File: src/rtl/case_insensitive_find_replace_unit_macros.svh
// ----------------------------------------------------------------------------
// Case-insensitive find/replace unit: assertion macros
// Concurrent assertion shorthands clocked on clock, disabled in reset.
// ----------------------------------------------------------------------------
`ifndef CASE_INSENSITIVE_FIND_REPLACE_UNIT_MACROS_SVH
`define CASE_INSENSITIVE_FIND_REPLACE_UNIT_MACROS_SVH

// same-cycle implication
`define CIFR_ASSERT_SAME(label, ante, cons, msg) \
   label: assert property (@(posedge clock) disable iff (reset) (ante) |-> (cons)) \
      else $error(msg);

// next-cycle implication
`define CIFR_ASSERT_NEXT(label, ante, cons, msg) \
   label: assert property (@(posedge clock) disable iff (reset) (ante) |=> (cons)) \
      else $error(msg);

`endif

File: src/rtl/cifr_pkg.sv
// ----------------------------------------------------------------------------
// Case-insensitive find/replace package
// Transaction payload types, register indexes, fixed sizes and a case-fold function.
// ----------------------------------------------------------------------------
`default_nettype none

package cifr_pkg;

   localparam int BYTE_W     = 8;
   localparam int PAT_W      = 64;
   localparam int LEN_W      = 4;
   localparam int CAP_W      = 16;
   localparam int CSR_IDX_W  = 3;
   localparam int RES_DEPTH  = 8;
   localparam int RES_CNT_W  = 4;
   localparam int REPL_MAX   = 8;

   typedef enum logic [CSR_IDX_W-1:0] {
      CSR_FIND_LENGTH     = 3'd0,
      CSR_FIND_PATTERN    = 3'd1,
      CSR_REPLACE_LENGTH  = 3'd2,
      CSR_REPLACE_PATTERN = 3'd3,
      CSR_OUT_CAPACITY    = 3'd4
   } csr_index_type;

   typedef struct packed {
      logic [BYTE_W-1:0] in_byte;
      logic              in_last;
   } req_payload_type;

   typedef struct packed {
      logic [BYTE_W-1:0] out_byte;
      logic              byte_valid;
      logic              out_last;
      logic              truncated;
   } rsp_payload_type;

   function automatic logic [BYTE_W-1:0] fold(input logic [BYTE_W-1:0] b);
      logic [BYTE_W-1:0] r;
      r = b;
      if (b >= 8'h41 && b <= 8'h5A) begin
         r = b + 8'h20;
      end
      return r;
   endfunction

endpackage

`default_nettype wire

File: src/rtl/case_insensitive_find_replace_unit.sv
// ----------------------------------------------------------------------------
// Case-insensitive find/replace unit
// Streams text bytes through a pattern window and emits the rewritten text.
//
//   channel | direction | payload          | accepted when
//   req     | in        | in_byte, in_last | req_valid & req_ready
//   rsp     | out       | out_byte, flags  | rsp_valid & rsp_ready
//   csr     | in        | index, wdata     | csr_valid & csr_ready
//
// One input transaction per cycle is taken while each yields at most one result and rsp_ready is high.
// A transaction yields 0 to 8 results, loaded at once into an 8-entry result
// shift buffer and drained one per cycle while rsp_ready is high; the buffer drain sets the rate.
// Input is taken when the buffer is empty or its final entry leaves.
// Synchronous reset clears stream state and buffer count and sets the registers to their defaults.
// ----------------------------------------------------------------------------
`default_nettype none
`include "case_insensitive_find_replace_unit_macros.svh"

module case_insensitive_find_replace_unit #(
   parameter int MAX_PATTERN = 8
) (
   input  wire logic                                  clock,
   input  wire logic                                  reset,
   input  wire logic                                  req_valid,
   output logic                                       req_ready,
   input  wire cifr_pkg::req_payload_type             req_payload,
   output logic                                       rsp_valid,
   input  wire logic                                  rsp_ready,
   output cifr_pkg::rsp_payload_type                  rsp_payload,
   input  wire logic                                  csr_valid,
   output logic                                       csr_ready,
   input  wire logic [cifr_pkg::CSR_IDX_W-1:0]        csr_index,
   input  wire logic [cifr_pkg::PAT_W-1:0]            csr_wdata
);

   localparam int CNT_W = $clog2(MAX_PATTERN + 1);

   logic [cifr_pkg::LEN_W-1:0]  find_len_ff;
   logic [cifr_pkg::PAT_W-1:0]  find_pat_ff;
   logic [cifr_pkg::LEN_W-1:0]  repl_len_ff;
   logic [cifr_pkg::PAT_W-1:0]  repl_pat_ff;
   logic [cifr_pkg::CAP_W-1:0]  out_cap_ff;

   logic [cifr_pkg::BYTE_W-1:0] win_ff [MAX_PATTERN];
   logic [cifr_pkg::BYTE_W-1:0] win_in [MAX_PATTERN];
   logic [CNT_W-1:0]            win_count_ff, win_count_in;
   logic [cifr_pkg::CAP_W-1:0]  emitted_ff, emitted_in;
   logic                        stopped_ff, stopped_in;
   logic                        dropped_ff, dropped_in;

   logic [cifr_pkg::BYTE_W-1:0]    res_bytes_ff [cifr_pkg::RES_DEPTH];
   logic [cifr_pkg::BYTE_W-1:0]    res_bytes_in [cifr_pkg::RES_DEPTH];
   logic [cifr_pkg::RES_CNT_W-1:0] res_count_ff, res_count_in;
   logic                           res_last_ff, res_last_in;
   logic                           res_trunc_ff, res_trunc_in;
   logic                           res_bare_ff, res_bare_in;

   logic [cifr_pkg::BYTE_W-1:0] wn [cifr_pkg::RES_DEPTH];
   logic [MAX_PATTERN-1:0]      eq;
   logic [CNT_W-1:0]            flen;
   logic [CNT_W-1:0]            cnt_ins;
   logic                        do_insert, full, match;
   logic                        accept, pop;
   logic [cifr_pkg::LEN_W-1:0]  rlen;
   logic [cifr_pkg::CAP_W:0]    e_p1, e_prl;
   logic [cifr_pkg::CAP_W-1:0]  space;
   logic                        lit_ok, rep_ok;
   logic [cifr_pkg::RES_CNT_W-1:0] room, lit_want, lit_n, n_data;
   logic                        sel_rep, stop_set, drop_lit, shift;

   assign accept    = req_valid && req_ready;
   assign pop       = rsp_valid && rsp_ready;
   assign csr_ready = 1'b1;
   assign req_ready = (res_count_ff == '0) ||
                      ((res_count_ff == cifr_pkg::RES_CNT_W'(1)) && rsp_ready);

   always_comb begin
      if (find_len_ff == '0) begin
         flen = CNT_W'(1);
      end else if (find_len_ff > cifr_pkg::LEN_W'(MAX_PATTERN)) begin
         flen = CNT_W'(MAX_PATTERN);
      end else begin
         flen = CNT_W'(find_len_ff);
      end
      rlen = (repl_len_ff > cifr_pkg::LEN_W'(cifr_pkg::REPL_MAX)) ?
             cifr_pkg::LEN_W'(cifr_pkg::REPL_MAX) : repl_len_ff;
   end

   assign do_insert = !stopped_ff && (win_count_ff < flen);
   assign cnt_ins   = win_count_ff + CNT_W'(do_insert);
   assign full      = do_insert && (cnt_ins == flen);

   for (genvar g = 0; g < cifr_pkg::RES_DEPTH; g++) begin : g_wn
      if (g < MAX_PATTERN) begin : g_live
         assign wn[g] = (do_insert && (win_count_ff == CNT_W'(g))) ?
                        req_payload.in_byte : win_ff[g];
         assign eq[g] = (cifr_pkg::fold(wn[g]) == cifr_pkg::fold(find_pat_ff[8*g +: 8])) ||
                        (CNT_W'(g) >= flen);
      end else begin : g_pad
         assign wn[g] = '0;
      end
   end

   assign match = full && (&eq);

   always_comb begin
      e_p1   = {1'b0, emitted_ff} + (cifr_pkg::CAP_W+1)'(1);
      e_prl  = {1'b0, emitted_ff} + (cifr_pkg::CAP_W+1)'(rlen);
      lit_ok = e_p1 < {1'b0, out_cap_ff};
      rep_ok = e_prl < {1'b0, out_cap_ff};
      space  = out_cap_ff - emitted_ff - cifr_pkg::CAP_W'(1);
      if (!lit_ok) begin
         room = '0;
      end else if (space >= cifr_pkg::CAP_W'(cifr_pkg::RES_DEPTH)) begin
         room = cifr_pkg::RES_CNT_W'(cifr_pkg::RES_DEPTH);
      end else begin
         room = space[cifr_pkg::RES_CNT_W-1:0];
      end
   end

   always_comb begin
      sel_rep      = 1'b0;
      stop_set     = 1'b0;
      shift        = 1'b0;
      lit_want     = '0;
      win_count_in = cnt_ins;
      if (match) begin
         win_count_in = '0;
         if (rep_ok) begin
            sel_rep = 1'b1;
         end else begin
            stop_set = 1'b1;
         end
      end else if (full) begin
         shift        = 1'b1;
         win_count_in = flen - CNT_W'(1);
         lit_want     = req_payload.in_last ? cifr_pkg::RES_CNT_W'(flen) :
                                              cifr_pkg::RES_CNT_W'(1);
      end else if (req_payload.in_last && !stopped_ff) begin
         lit_want = cifr_pkg::RES_CNT_W'(cnt_ins);
      end
      lit_n      = (lit_want < room) ? lit_want : room;
      drop_lit   = lit_want > room;
      n_data     = sel_rep ? cifr_pkg::RES_CNT_W'(rlen) : lit_n;
      emitted_in = emitted_ff + cifr_pkg::CAP_W'(n_data);
      stopped_in = stopped_ff | stop_set;
      dropped_in = dropped_ff | stop_set | drop_lit;
   end

   always_comb begin
      for (int k = 0; k < MAX_PATTERN - 1; k++) begin
         win_in[k] = shift ? wn[k+1] : wn[k];
      end
      win_in[MAX_PATTERN-1] = wn[MAX_PATTERN-1];
   end

   always_comb begin
      for (int k = 0; k < cifr_pkg::RES_DEPTH; k++) begin
         res_bytes_in[k] = sel_rep ? repl_pat_ff[8*k +: 8] : wn[k];
      end
      res_last_in  = req_payload.in_last;
      res_bare_in  = req_payload.in_last && (n_data == '0);
      res_count_in = res_bare_in ? cifr_pkg::RES_CNT_W'(1) : n_data;
      res_trunc_in = res_bare_in ? dropped_in : dropped_ff;
   end

   assign rsp_valid              = res_count_ff != '0;
   assign rsp_payload.out_byte   = res_bare_ff ? '0 : res_bytes_ff[0];
   assign rsp_payload.byte_valid = !res_bare_ff;
   assign rsp_payload.out_last   = res_last_ff && (res_count_ff == cifr_pkg::RES_CNT_W'(1));
   assign rsp_payload.truncated  = res_trunc_ff;

   always_ff @(posedge clock) begin
      if (reset) begin
         res_count_ff <= '0;
      end else if (accept) begin
         res_count_ff <= res_count_in;
      end else if (pop) begin
         res_count_ff <= res_count_ff - cifr_pkg::RES_CNT_W'(1);
      end
   end

   always_ff @(posedge clock) begin
      if (accept) begin
         res_bytes_ff <= res_bytes_in;
         res_last_ff  <= res_last_in;
         res_trunc_ff <= res_trunc_in;
         res_bare_ff  <= res_bare_in;
      end else if (pop) begin
         for (int k = 0; k < cifr_pkg::RES_DEPTH - 1; k++) begin
            res_bytes_ff[k] <= res_bytes_ff[k+1];
         end
      end
   end

   always_ff @(posedge clock) begin
      if (accept) begin
         win_ff <= win_in;
      end
   end

   always_ff @(posedge clock) begin
      if (reset) begin
         win_count_ff <= '0;
         emitted_ff   <= '0;
         stopped_ff   <= 1'b0;
         dropped_ff   <= 1'b0;
      end else begin
         if (accept) begin
            if (req_payload.in_last) begin
               win_count_ff <= '0;
               emitted_ff   <= '0;
               stopped_ff   <= 1'b0;
               dropped_ff   <= 1'b0;
            end else begin
               win_count_ff <= win_count_in;
               emitted_ff   <= emitted_in;
               stopped_ff   <= stopped_in;
               dropped_ff   <= dropped_in;
            end
         end
         if (csr_valid && (csr_index == cifr_pkg::CSR_FIND_LENGTH)) begin
            win_count_ff <= '0;
         end
      end
   end

   always_ff @(posedge clock) begin
      if (reset) begin
         find_len_ff <= cifr_pkg::LEN_W'(1);
         find_pat_ff <= '0;
         repl_len_ff <= '0;
         repl_pat_ff <= '0;
         out_cap_ff  <= cifr_pkg::CAP_W'(1024);
      end else if (csr_valid && csr_ready) begin
         unique case (csr_index)
            cifr_pkg::CSR_FIND_LENGTH: begin
               find_len_ff <= csr_wdata[cifr_pkg::LEN_W-1:0];
            end
            cifr_pkg::CSR_FIND_PATTERN: begin
               find_pat_ff <= csr_wdata;
            end
            cifr_pkg::CSR_REPLACE_LENGTH: begin
               repl_len_ff <= csr_wdata[cifr_pkg::LEN_W-1:0];
            end
            cifr_pkg::CSR_REPLACE_PATTERN: begin
               repl_pat_ff <= csr_wdata;
            end
            cifr_pkg::CSR_OUT_CAPACITY: begin
               out_cap_ff <= csr_wdata[cifr_pkg::CAP_W-1:0];
            end
            default: begin
            end
         endcase
      end
   end

   `CIFR_ASSERT_SAME(a_stop_implies_drop, stopped_ff, dropped_ff, "stopped without drop flag")
   `CIFR_ASSERT_SAME(a_window_below_len, 1'b1, win_count_ff < flen, "window count reached pattern length")
   `CIFR_ASSERT_NEXT(a_last_restarts, accept && req_payload.in_last, (win_count_ff == '0) && (emitted_ff == '0) && !stopped_ff && !dropped_ff, "stream state not restarted after final byte")

endmodule

`default_nettype wire
File: config.mk
export PLATFORM = sky130hd
export DESIGN_NAME = case_insensitive_find_replace_unit
export DESIGN_NICKNAME = d
export VERILOG_FILES = /design/src/rtl/cifr_pkg.sv /design/src/rtl/case_insensitive_find_replace_unit.sv
export VERILOG_INCLUDE_DIRS = /design/src /design/src/rtl
export SDC_FILE = /design/constraint.sdc
export NUM_CORES = 1
export LEC_CHECK = 0
export BUFFER_PORTS_ARGS = -buffer_cell sky130_fd_sc_hd__buf_2
export CORE_ASPECT_RATIO = 0.8
export CORE_MARGIN = 2
export CORE_UTILIZATION = 36
export DETAILED_ROUTE_END_ITERATION = 10
export REMOVE_ABC_BUFFERS = 1
export SLEW_MARGIN = 20
export SYNTH_ARGS = -nofsm -noshare
export SYNTH_HDL_FRONTEND = slang
export SYNTH_SLANG_ARGS = --single-unit
File: constraint.sdc
create_clock -name clock -period 20.3 [get_ports clock]
set_input_delay 6.09 -clock clock [delete_from_list [all_inputs] [get_ports clock]]
set_output_delay 6.09 -clock clock [all_outputs]
set_load 0.03 [all_outputs]
==> results.md, run 1 <==
- Arrival @ worst endpoint: 6.84 ns
- TNS Setup: 0 ns
- Crit path from: rsp_ready
- H-tree levels: 2
- Total gr overflow: 0
- Root Driver: clkbuf_16
- DIE AREA: 53040 um2
- Peak supply drop: 0.00006529 V
- Register area share after synthesis: 40.68%
- Leak: 0.008248 uW
- HP Start: repl_pat_ff[22]
- Synth Area per Inst: 8.459 um2
- Hold-fix buffer count after cts: 0
- Syn Inst Count: 2179
- Share of the synthesized area in the top cell type: 21.34%
- Via density: approximately 5.4
- CP Launch Type: primary input
- Initial Util: 36.26%
- Antenna violations before repair: 1
- Max_cap viols: 0
- PD cells: 113.2 nW/um2
- Clock Latency Late Sink: 0.56 ns
- Final setup fails: 0
- Max FO, Critical Path: 4
- Num CTS Buffers: 35
- Cell Chain, Critical Path: buf_2 -> a21oi_1 -> nor3_1 -> buf_2
- DR iter-0 viols: approximately 1100
- Fin crit period: between 10 and 15 ns
- Final period util: 63.68%
- Area grow syn2layout: 11.59%
- Final Net Count: ~2400
- Drt total wl: ~54000 um
- First-pass GRT wire length: 83900 um
- Die Y: 206.4 um
- Drt pass-1 iters: 6
- Largest net degree at the start of global routing: 97
- Critical-path top delay cell: nor3_1
- Ant diodes: 0
- YS warnings: 0
- Final Hold Violating Endpoints: 0
- Post-CTS sizing: 0
- Clock sink total: approximately 300
- Crit. End Element: primary output
- Core Area: between 50000 and 60000 um2
- Vias: around 16000
- Number of buffers added on ports: 93
- Fmax: between 70 and 80 MHz
- Share of layout cells above drive strength 1: 9.368%
- Fin worst setup slack: 7.372 ns
- # IOs: 95
- Detailed placer's ending HPWL: 38140 um
- GRT Util Overall: 20.06%
- RSZ-0062 raised after global routing: false
- Commonest non-fill, non-tap cells in the layout: nand2_1, a21oi_1, dfxtp_1, edfxtp_1, nor2_1
- Routed length per instance: 18.64 um
- Fillers: 5107
- Most Frequent Cell on Critical Path: buf_2
- Critical R2R Launch: find_len_ff[3]
- Row count: between 70 and 80
- CP peak stage delay: slightly above 0.3 ns
- Worst slack, placed: 6.953 ns
- Post-route ant nets: 0
- Critical path required time: 14.21 ns
- Rel. slew slack: 26.45%
- Synth area leader: edfxtp_1
- Crit Path Class: in2out
- Slew @ Worst Pin: 1.103 ns
- Most common cell after layout, fill and taps aside: nand2_1
- TritonCTS clock tree: yes
- Bufs on Longest Clock Path: 3
- Worst min path class: reg2reg
- Leading post-synthesis cells by cell area: edfxtp_1, dfxtp_1, nand2_1
- Mapped cell area: 18430 um2
- Die Wd: 257.0 um
- Postcts setup bufs: 0
- DRC Markers: 0
- Clock Skew: about 0.028 ns
- Status: finished, final reports clean
- Gp weighted congestion: 0.8783
- Power, Total: 2328 uW
- Reg clk slew, reported paths: 0.06 ns
- Number of global-route vias before repair: about 15000
- Synth Register Bits: 309
- Slew Limit Fails: 0
- Post-synth EDFFs: 131
- Top_reg_cell synth: dfxtp_1
- Ys async rst share: 0%
- Distinct cells, synth: 93
[through the flow]
stage	instance area, um2	utilization [%]	instances	hold WS, ns
CTS	20560	40.45	2914	0.4549
detailed placement	19350	38.07	2851	0.4464
global route	20570	40.46	2915	0.4682
finish	20570	40.46	2915	0.4560
floorplan	17910	-	2062	0.4261
global placement	19350	38.07	2851	0.4408
[synthesized netlist by cell type (all sizes together), types with 61 or more instances]
master / instances
nor2: 116
a21oi: 231
ha: 87
mux2i: 107
dfxtp: 178
o21ai: 140
nand2: 473
xnor2: 70
inv: 91
nor3: 61
edfxtp: 131
clkbuf: 79
[sequential cells by signal, summed over array words and instances, names as in the netlist]
signal,flops
find_pat_ff,64
repl_pat_ff,64
res_bytes_ff,64
win_ff,64
emitted_ff,16
out_cap_ff,16
find_len_ff,4
repl_len_ff,4
res_count_ff,4
win_count_ff,4
dropped_ff,1
res_bare_ff,1
res_last_ff,1
res_trunc_ff,1
stopped_ff,1
[cell families after synthesis]
kind of cell	after synthesis	synth area share, %
fa+ha+maj	90	6.232
other cells	1	0.02035
mux	117	6.639
xor+xnor	104	5.017
simple gates	827	19.96
buf+inv	209	4.725
flops	309	40.68
compound gates	522	16.73
[path summary, 6_finish.rpt]
kind	slack, ns	to	depth (start not counted)
max reg2reg	10.75	emitted_ff[12]	35
min reg2reg	0.46	repl_pat_ff[22]	2
min	0.46	repl_pat_ff[22]	2
max	7.37	req_ready	4
[routing by layer]
layer	global-route usage, %	vias up	share of wire [%]
met3	3.422	88	6.5
met5	0	-	0.026
met1	28.68	7524	48
met4	6.105	2	2.4
met2	30.84	500	43
li1	-	7700	-
[layout make-up]
type                    count  area, um2  share of cell area [%]
clock buffers              46      977.2                   4.751
clock inverters            17      232.7                   1.131
inverters                  92      346.6                   1.685
multi-input cells        1661      10090                   49.07
flip-flops and latches    309       7497                   36.45
well taps                 684      855.8                   4.161
repair buffers            106      565.5                   2.750
[critical path, delay by kind of cell]
family / cells / cell delay, ns
AOI/OAI and AO/OA: 1 / 0.06
and+or+nand+nor: 1 / 0.31
buffers and inverters: 2 / 0.37
[where the power goes]
| group | leakage [uW] | internal [uW] | switching [uW] |
|---|---|---|---|
| Sequential | 0.00270 | 858 | 70.9 |
| Clock | 0.000594 | 405 | 268 |
| Combinational | 0.00496 | 249 | 478 |
| Total | 0.00825 | 1510 | 817 |
Note: power is estimated with default switching activity, not from simulation.
==> inputs of run 2 (changes only) <==
==> constraint.sdc (replaced) <==
create_clock -name clock -period 11.95 [get_ports clock]
set_input_delay 3.585 -clock clock [delete_from_list [all_inputs] [get_ports clock]]
set_output_delay 3.585 -clock clock [all_outputs]
set_load 0.03 [all_outputs]
==> run 2 against run 1 <==
  * Register-to-register slack lost 8.2 ns
  * Count of clock-buffer cells in the layout grew 3
  * First-iteration DRC count rose by 12%
  * Worst setup slack worse by 5.7 ns
  * Largest power group unchanged
==> results.md, run 2 (synthesis gave the netlist of run 1 again) <==
- Status: finished, final reports clean (unchanged)
- Most common cell after layout, fill and taps aside: nand2_1 (unchanged)
- DRC Markers: 0 (unchanged)
- Critical-path top delay cell: nor4_4 (was nor3_1)
- Max_cap viols: 0 (unchanged)
- Die Wd: 257.0 um (unchanged)
- Core Area: 50830 um2 (unchanged)
- Worst Hold Depth: 2 (unchanged)
- Total gr overflow: 0 (unchanged)
- Hold-fix buffer count after cts: 0 (unchanged)
- Ant diodes: 0 (unchanged)
- GRT Util Overall: 19.84% (was 20.06%)
- Final Net Count: 2378 (was 2376)
- Detailed placer's ending HPWL: 37930 um (was 38140 um)
- Routed length per instance: 18.36 um (was 18.64 um)
- Final period util: between 80% and 90%
- Commonest non-fill, non-tap cells in the layout: nand2_1, a21oi_1, dfxtp_1, edfxtp_1, nor2_1 (unchanged)
- Max FO, Critical Path: 12 (was 4)
- Seq. cell area: 7497 um2 (unchanged)
- Gp weighted congestion: 0.8833 (was 0.8783)
- Critical path required time: 12.36 ns (was 14.21 ns)
- CP peak stage delay: 0.67 ns (was 0.31 ns)
- CP Launch Type: primary input (unchanged)
- Crit. End Element: flip-flop (was primary output)
- Crit Path Class: in2reg (was in2out)
- R2r endpoint: emitted_ff[12] (unchanged)
- Die Y: 206.4 um (unchanged)
- TritonCTS clock tree: yes (unchanged)
- HP Start: repl_pat_ff[17] (was repl_pat_ff[22])
- Via density: 5.379 (was 5.425)
- Initial Util: 36.26% (unchanged)
- Clock sink total: 309 (unchanged)
- Post-CTS sizing: 0 (unchanged)
- TNS Setup: 0 ns (unchanged)
- H-tree levels: 2 (unchanged)
- Fillers: 5133 (was 5107)
- Fmax: 96.93 MHz
- RSZ-0062 raised after global routing: false (unchanged)
- Num CTS Buffers: 35 (unchanged)
- Critical R2R Launch: find_len_ff[3] (unchanged)
- Antenna violations before repair: 1 (unchanged)
- Vias: 15695 (was 15814)
- Buffers & Inverters on Critical Path: 3 (was 2)
- DR iter-0 viols: 1267 (was 1135)
- Clock Skew: 0.02896 ns (was 0.02757 ns)
- # IOs: 95 (unchanged)
- Root Driver: clkbuf_16 (unchanged)
- Slew Limit Fails: 0 (unchanged)
- Rel. slew slack: 25.23% (was 26.45%)
- DIE AREA: 53040 um2 (unchanged)
- Share of layout cells above drive strength 1: 9.087% (was 9.368%)
- Critical path depth: 31 (was 4)
- Drt pass-1 iters: 5 (was 6)
- Power, Total: 3871 uW (was 2328 uW)
- PD cells: 189.1 nW/um2 (was 113.2 nW/um2)
- Final Hold Violating Endpoints: 0 (unchanged)
- Worst min path class: reg2reg (unchanged)
- Area grow syn2layout: 11.08% (was 11.59%)
- Clock Latency Late Sink: 0.55 ns (was 0.56 ns)
- Arrival @ worst endpoint: 10.73 ns (was 6.84 ns)
- Leak: 0.008196 uW (was 0.008248 uW)
- Most Frequent Cell on Critical Path: nor2_1 (was buf_2)
- Reg clk slew, reported paths: 0.06 ns (about the same)
- Largest net degree at the start of global routing: 104 (was 97)
- Row count: 74 (unchanged)
- First-pass GRT wire length: 83220 um (was 83900 um)
- Bufs on Longest Clock Path: 3 (unchanged)
- Reg2reg path depth: 35 (unchanged)
- Multi-input logic area: 10090 um2 (unchanged)
- Slew @ Worst Pin: 1.122 ns (was 1.103 ns)
- Final setup fails: 0 (unchanged)
- Post-route ant nets: 0 (unchanged)
- Drt total wl: 53580 um (was 54320 um)
- Peak supply drop: 0.00009473 V (was 0.00006529 V)
- Number of buffers added on ports: 93 (unchanged)
- Postcts setup bufs: 0 (unchanged)
- Hold EP: repl_pat_ff[17] (was repl_pat_ff[22])
- CP top delay family: simple AND/OR/NAND/NOR gates (was buffers and inverters)
- Reg-to-reg slack, setup: 2.51 ns (was 10.75 ns)
- Fin crit period: between 10 and 15 ns
- Number of global-route vias before repair: 14777 (was 14770)
run 2: tightest hold or removal path, stage by stage, from the launching register on:
cell and delay, ns:
dfxtp_1 0.31, nand2_1 0.05, a21oi_1 0.05
run 2: how the worst max path moves through the flow:
stage / from / end / slack (ns)
CTS: req_payload[4] / emitted_ff[12] / 1.77
finish: req_payload[4] / emitted_ff[12] / 1.63
detailed placement: req_payload[4] / emitted_ff[12] / 1.21
global placement: req_payload[4] / emitted_ff[12] / 1.29
global route: req_payload[4] / emitted_ff[12] / 1.09
floorplan: req_payload[4] / emitted_ff[12] / 2.12
run 2: final cells by class:
class / count / share of cell area [%]
Clock inverter: 15 / 0.6845
Inverter: 92 / 1.693
Multi-Input combinational cell: 1661 / 49.30
Tap cell: 684 / 4.180
Timing Repair Buffer: 108 / 2.836
Clock buffer: 49 / 4.687
Sequential cell: 309 / 36.62
run 2: metal layers:
metal	GRT usage, %	up-vias	part of all wire (%)
met3	2.870	68	5.6
met5	0	-	0.030
li1	-	7694	-
met2	31.06	438	44
met4	5.502	2	2.1
met1	28.45	7493	49
run 2: metrics by stage:
step	util, %	instance area, um2	setup slack, ns	std cells	hold WS (ns)
after floorplan	-	17910	2.120	2062	0.4261
after global placement	38.11	19370	1.290	2854	0.4422
after global routing	40.28	20470	1.093	2918	0.4683
after CTS	40.28	20470	1.772	2918	0.4547
after detailed placement	38.11	19370	1.208	2854	0.4466
final	40.28	20470	1.633	2918	0.4538
run 2: power by group:
group | total, uW | internal [uW] | switching (uW) | leakage (uW)
clock | 1050 | 608 | 447 | 0.000532
combinational | 1230 | 426 | 809 | 0.00497
sequential | 1580 | 1460 | 123 | 0.00270
total | 3870 | 2490 | 1380 | 0.00820
==> inputs of run 3 (changes only) <==
--- a/config.mk
+++ b/config.mk
@@ -6,11 +6,11 @@
 export SDC_FILE = /design/constraint.sdc
 export NUM_CORES = 1
 export LEC_CHECK = 0
-export BUFFER_PORTS_ARGS = -buffer_cell sky130_fd_sc_hd__buf_2
 export CORE_ASPECT_RATIO = 0.8
 export CORE_MARGIN = 2
 export CORE_UTILIZATION = 36
 export DETAILED_ROUTE_END_ITERATION = 10
+export DONT_BUFFER_PORTS = 1
 export REMOVE_ABC_BUFFERS = 1
 export SLEW_MARGIN = 20
 export SYNTH_ARGS = -nofsm -noshare
==> run 3 against run 2 <==
  * Maximum frequency grew 2.6%
  * Die area is the same
  * Critical path type unchanged
  * Largest power group unchanged
  * Critical endpoint unchanged
  * Clock power grew 9%
  * Final area shrank 1.8%
  * Register-to-register slack gained 0.13 ns
==> results.md, run 3 (synthesis gave the netlist of run 1 again) <==
- Drt total wl: 55360 um (was 53580 um)
- Gp weighted congestion: 0.9002 (was 0.8833)
- Clock Skew: 0.03355 ns (was 0.02896 ns)
- Top Layer Used: met4 (was met5)
- Leak: 0.007864 uW (was 0.008196 uW)
- Crit Path Class: in2reg (unchanged)
- Final period util: 84.18% (was 86.33%)
- Bufs on Longest Clock Path: 3 (unchanged)
- Largest net degree at the start of global routing: 168 (was 104)
- Peak supply drop: 0.0001101 V (was 0.00009473 V)
- Number of buffers added on ports: 0 (was 93)
- Number of global-route vias before repair: 14594 (was 14777)
- Core Area: 50830 um2 (unchanged)
- Via density: 5.459 (was 5.379)
- Critical-path top delay cell: nor4_4 (unchanged)
- Share of layout cells above drive strength 1: 5.182% (was 9.087%)
- Drt pass-1 iters: 9 (was 5)
- CP peak stage delay: 0.61 ns (was 0.67 ns)
- TritonCTS clock tree: yes (unchanged)
- GRT Util Overall: 20.62% (was 19.84%)
- WHS: 0.4549 ns (was 0.4538 ns)
- Root Driver: clkbuf_16 (unchanged)
- Worst Hold Depth: 2 (unchanged)
- Reg clk slew, reported paths: 0.06 ns (about the same)
- Clock Latency Late Sink: 0.56 ns (was 0.55 ns)
- Finished Cell Area: 20100 um2 (was 20470 um2)
- Status: finished, final reports clean (unchanged)
- Slew @ Worst Pin: 1.107 ns (was 1.122 ns)
- Post-CTS sizing: 0 (unchanged)
- Routed length per instance: 19.59 um (was 18.36 um)
- Initial Util: 36.26% (unchanged)
- Die Y: 206.4 um (unchanged)
- Hold EP: repl_pat_ff[48] (was repl_pat_ff[17])
- Worst min path class: reg2reg (unchanged)
- Routed met1 length: 26900 um (was 26000 um)
- Vias: 15428 (was 15695)
- Arrival @ worst endpoint: 10.47 ns (was 10.73 ns)
- Fmax: 99.40 MHz (was 96.93 MHz)
- Final Hold Violating Endpoints: 0 (unchanged)
- Total gr overflow: 0 (unchanged)
- Met3 routed WL: 3412 um (was 2986 um)
- PD cells: 194.7 nW/um2 (was 189.1 nW/um2)
- Hold-fix buffer count after cts: 0 (unchanged)
- Crit. End Element: flip-flop (unchanged)
- Critical R2R Launch: find_len_ff[3] (unchanged)
- Final setup fails: 0 (unchanged)
- DR WL met2: 24040 um (was 23460 um)
- Rel. slew slack: 26.21% (was 25.23%)
- DRC Markers: 0 (unchanged)
- First-pass GRT wire length: 85900 um (was 83220 um)
- Most common cell after layout, fill and taps aside: nand2_1 (unchanged)
- DIE AREA: 53040 um2 (unchanged)
- Antenna violations before repair: 0 (was 1)
- TNS Setup: 0 ns (unchanged)
- Critical path required time: 12.36 ns (about the same)
- CP Launch Type: primary input (unchanged)
- Final Net Count: 2285 (was 2378)
- Max_cap viols: 0 (unchanged)
- Slew Limit Fails: 0 (unchanged)
- Cell Area, Placed: 18890 um2 (was 19370 um2)
- Area grow syn2layout: 9.036% (was 11.08%)
- Fin crit period: 10.06 ns (was 10.32 ns)
- # IOs: 95 (unchanged)
- Detailed placer's ending HPWL: 38960 um (was 37930 um)
- Ant diodes: 0 (unchanged)
- H-tree levels: 2 (unchanged)
- Die Wd: 257.0 um (unchanged)
- DR iter-0 viols: 1380 (was 1267)
- Post-route ant nets: 0 (unchanged)
- Num CTS Buffers: 37 (was 35)
- HP Start: repl_pat_ff[48] (was repl_pat_ff[17])
- Row count: 74 (unchanged)
- Reg2reg path depth: 35 (unchanged)
- Reg-to-reg slack, setup: 2.64 ns (was 2.51 ns)
- Commonest non-fill, non-tap cells in the layout: nand2_1, a21oi_1, dfxtp_1, edfxtp_1, nor2_1 (unchanged)
- RSZ-0062 raised after global routing: false (unchanged)
- Max FO, Critical Path: 12 (unchanged)
- Clock sink total: 309 (unchanged)
- Postcts setup bufs: 0 (unchanged)
- R2r endpoint: emitted_ff[12] (unchanged)
==> run 3: cell count changes in the layout (fill, tap and decap cells not counted) <==
cell and change:
buf_2 -92, buf_4 -3, bufinv_16 +2, clkbuf_16 +2, clkbuf_8 +1, clkinv_4 -1, inv_6 -1
==> run 3: worst max-delay path by stage <==
stage,start,endpoint,slack (ns),cells past startpoint
after floorplan,req_payload[4],emitted_ff[12],2.12,23
after global placement,req_payload[4],emitted_ff[12],1.51,30
after detailed placement,req_payload[4],emitted_ff[12],1.44,30
after CTS,req_payload[4],emitted_ff[12],2.00,30
after global routing,req_payload[4],emitted_ff[12],1.40,30
final,req_payload[4],emitted_ff[12],1.89,30
==> run 3: per-layer routing <==
metal / vias up / GRT usage [%]
li1: 7512 / -
met2: 438 / 31.63
met5: - / 0
met3: 67 / 3.385
met4: 0 / 5.399
met1: 7411 / 29.95
==> run 3: critical path, delay by kind of cell <==
family / cells / cell delay [ns]
fa+ha+maj: 3 / 0.94
simple gates: 13 / 3.13
buf+inv: 2 / 0.19
compound gates: 10 / 2.29
xor+xnor: 2 / 0.30
==> run 3: area by class of cell <==
type / count / area (um2)
Fill cell: 5117 / 30730
Multi-Input combinational cell: 1661 / 10090
Sequential cell: 309 / 7497
Clock buffer: 52 / 1023
Tap cell: 684 / 855.8
Inverter: 92 / 346.6
Clock inverter: 15 / 182.7
Timing Repair Buffer: 13 / 97.59
==> run 3: power breakdown <==
| part | internal [uW] | switching, uW | total (uW) |
|---|---|---|---|
| clock | 685 | 456 | 1140 |
| combinational | 404 | 784 | 1190 |
| sequential | 1460 | 127 | 1580 |
==> run 3: stage by stage <==
| stage | total power (uW) | worst slack, ns | util (%) | cells |
|---|---|---|---|---|
| 2_1_floorplan | 2442 | 2.120 | - | 2062 |
| 3_3_place_gp | 2758 | 1.506 | 37.16 | 2759 |
| 3_5_place_dp | 2779 | 1.439 | 37.16 | 2759 |
| 4_1_cts | 3931 | 1.999 | 39.54 | 2826 |
| 5_1_grt | 4120 | 1.397 | 39.54 | 2826 |
| 6_report | 3913 | 1.890 | 39.54 | 2826 |
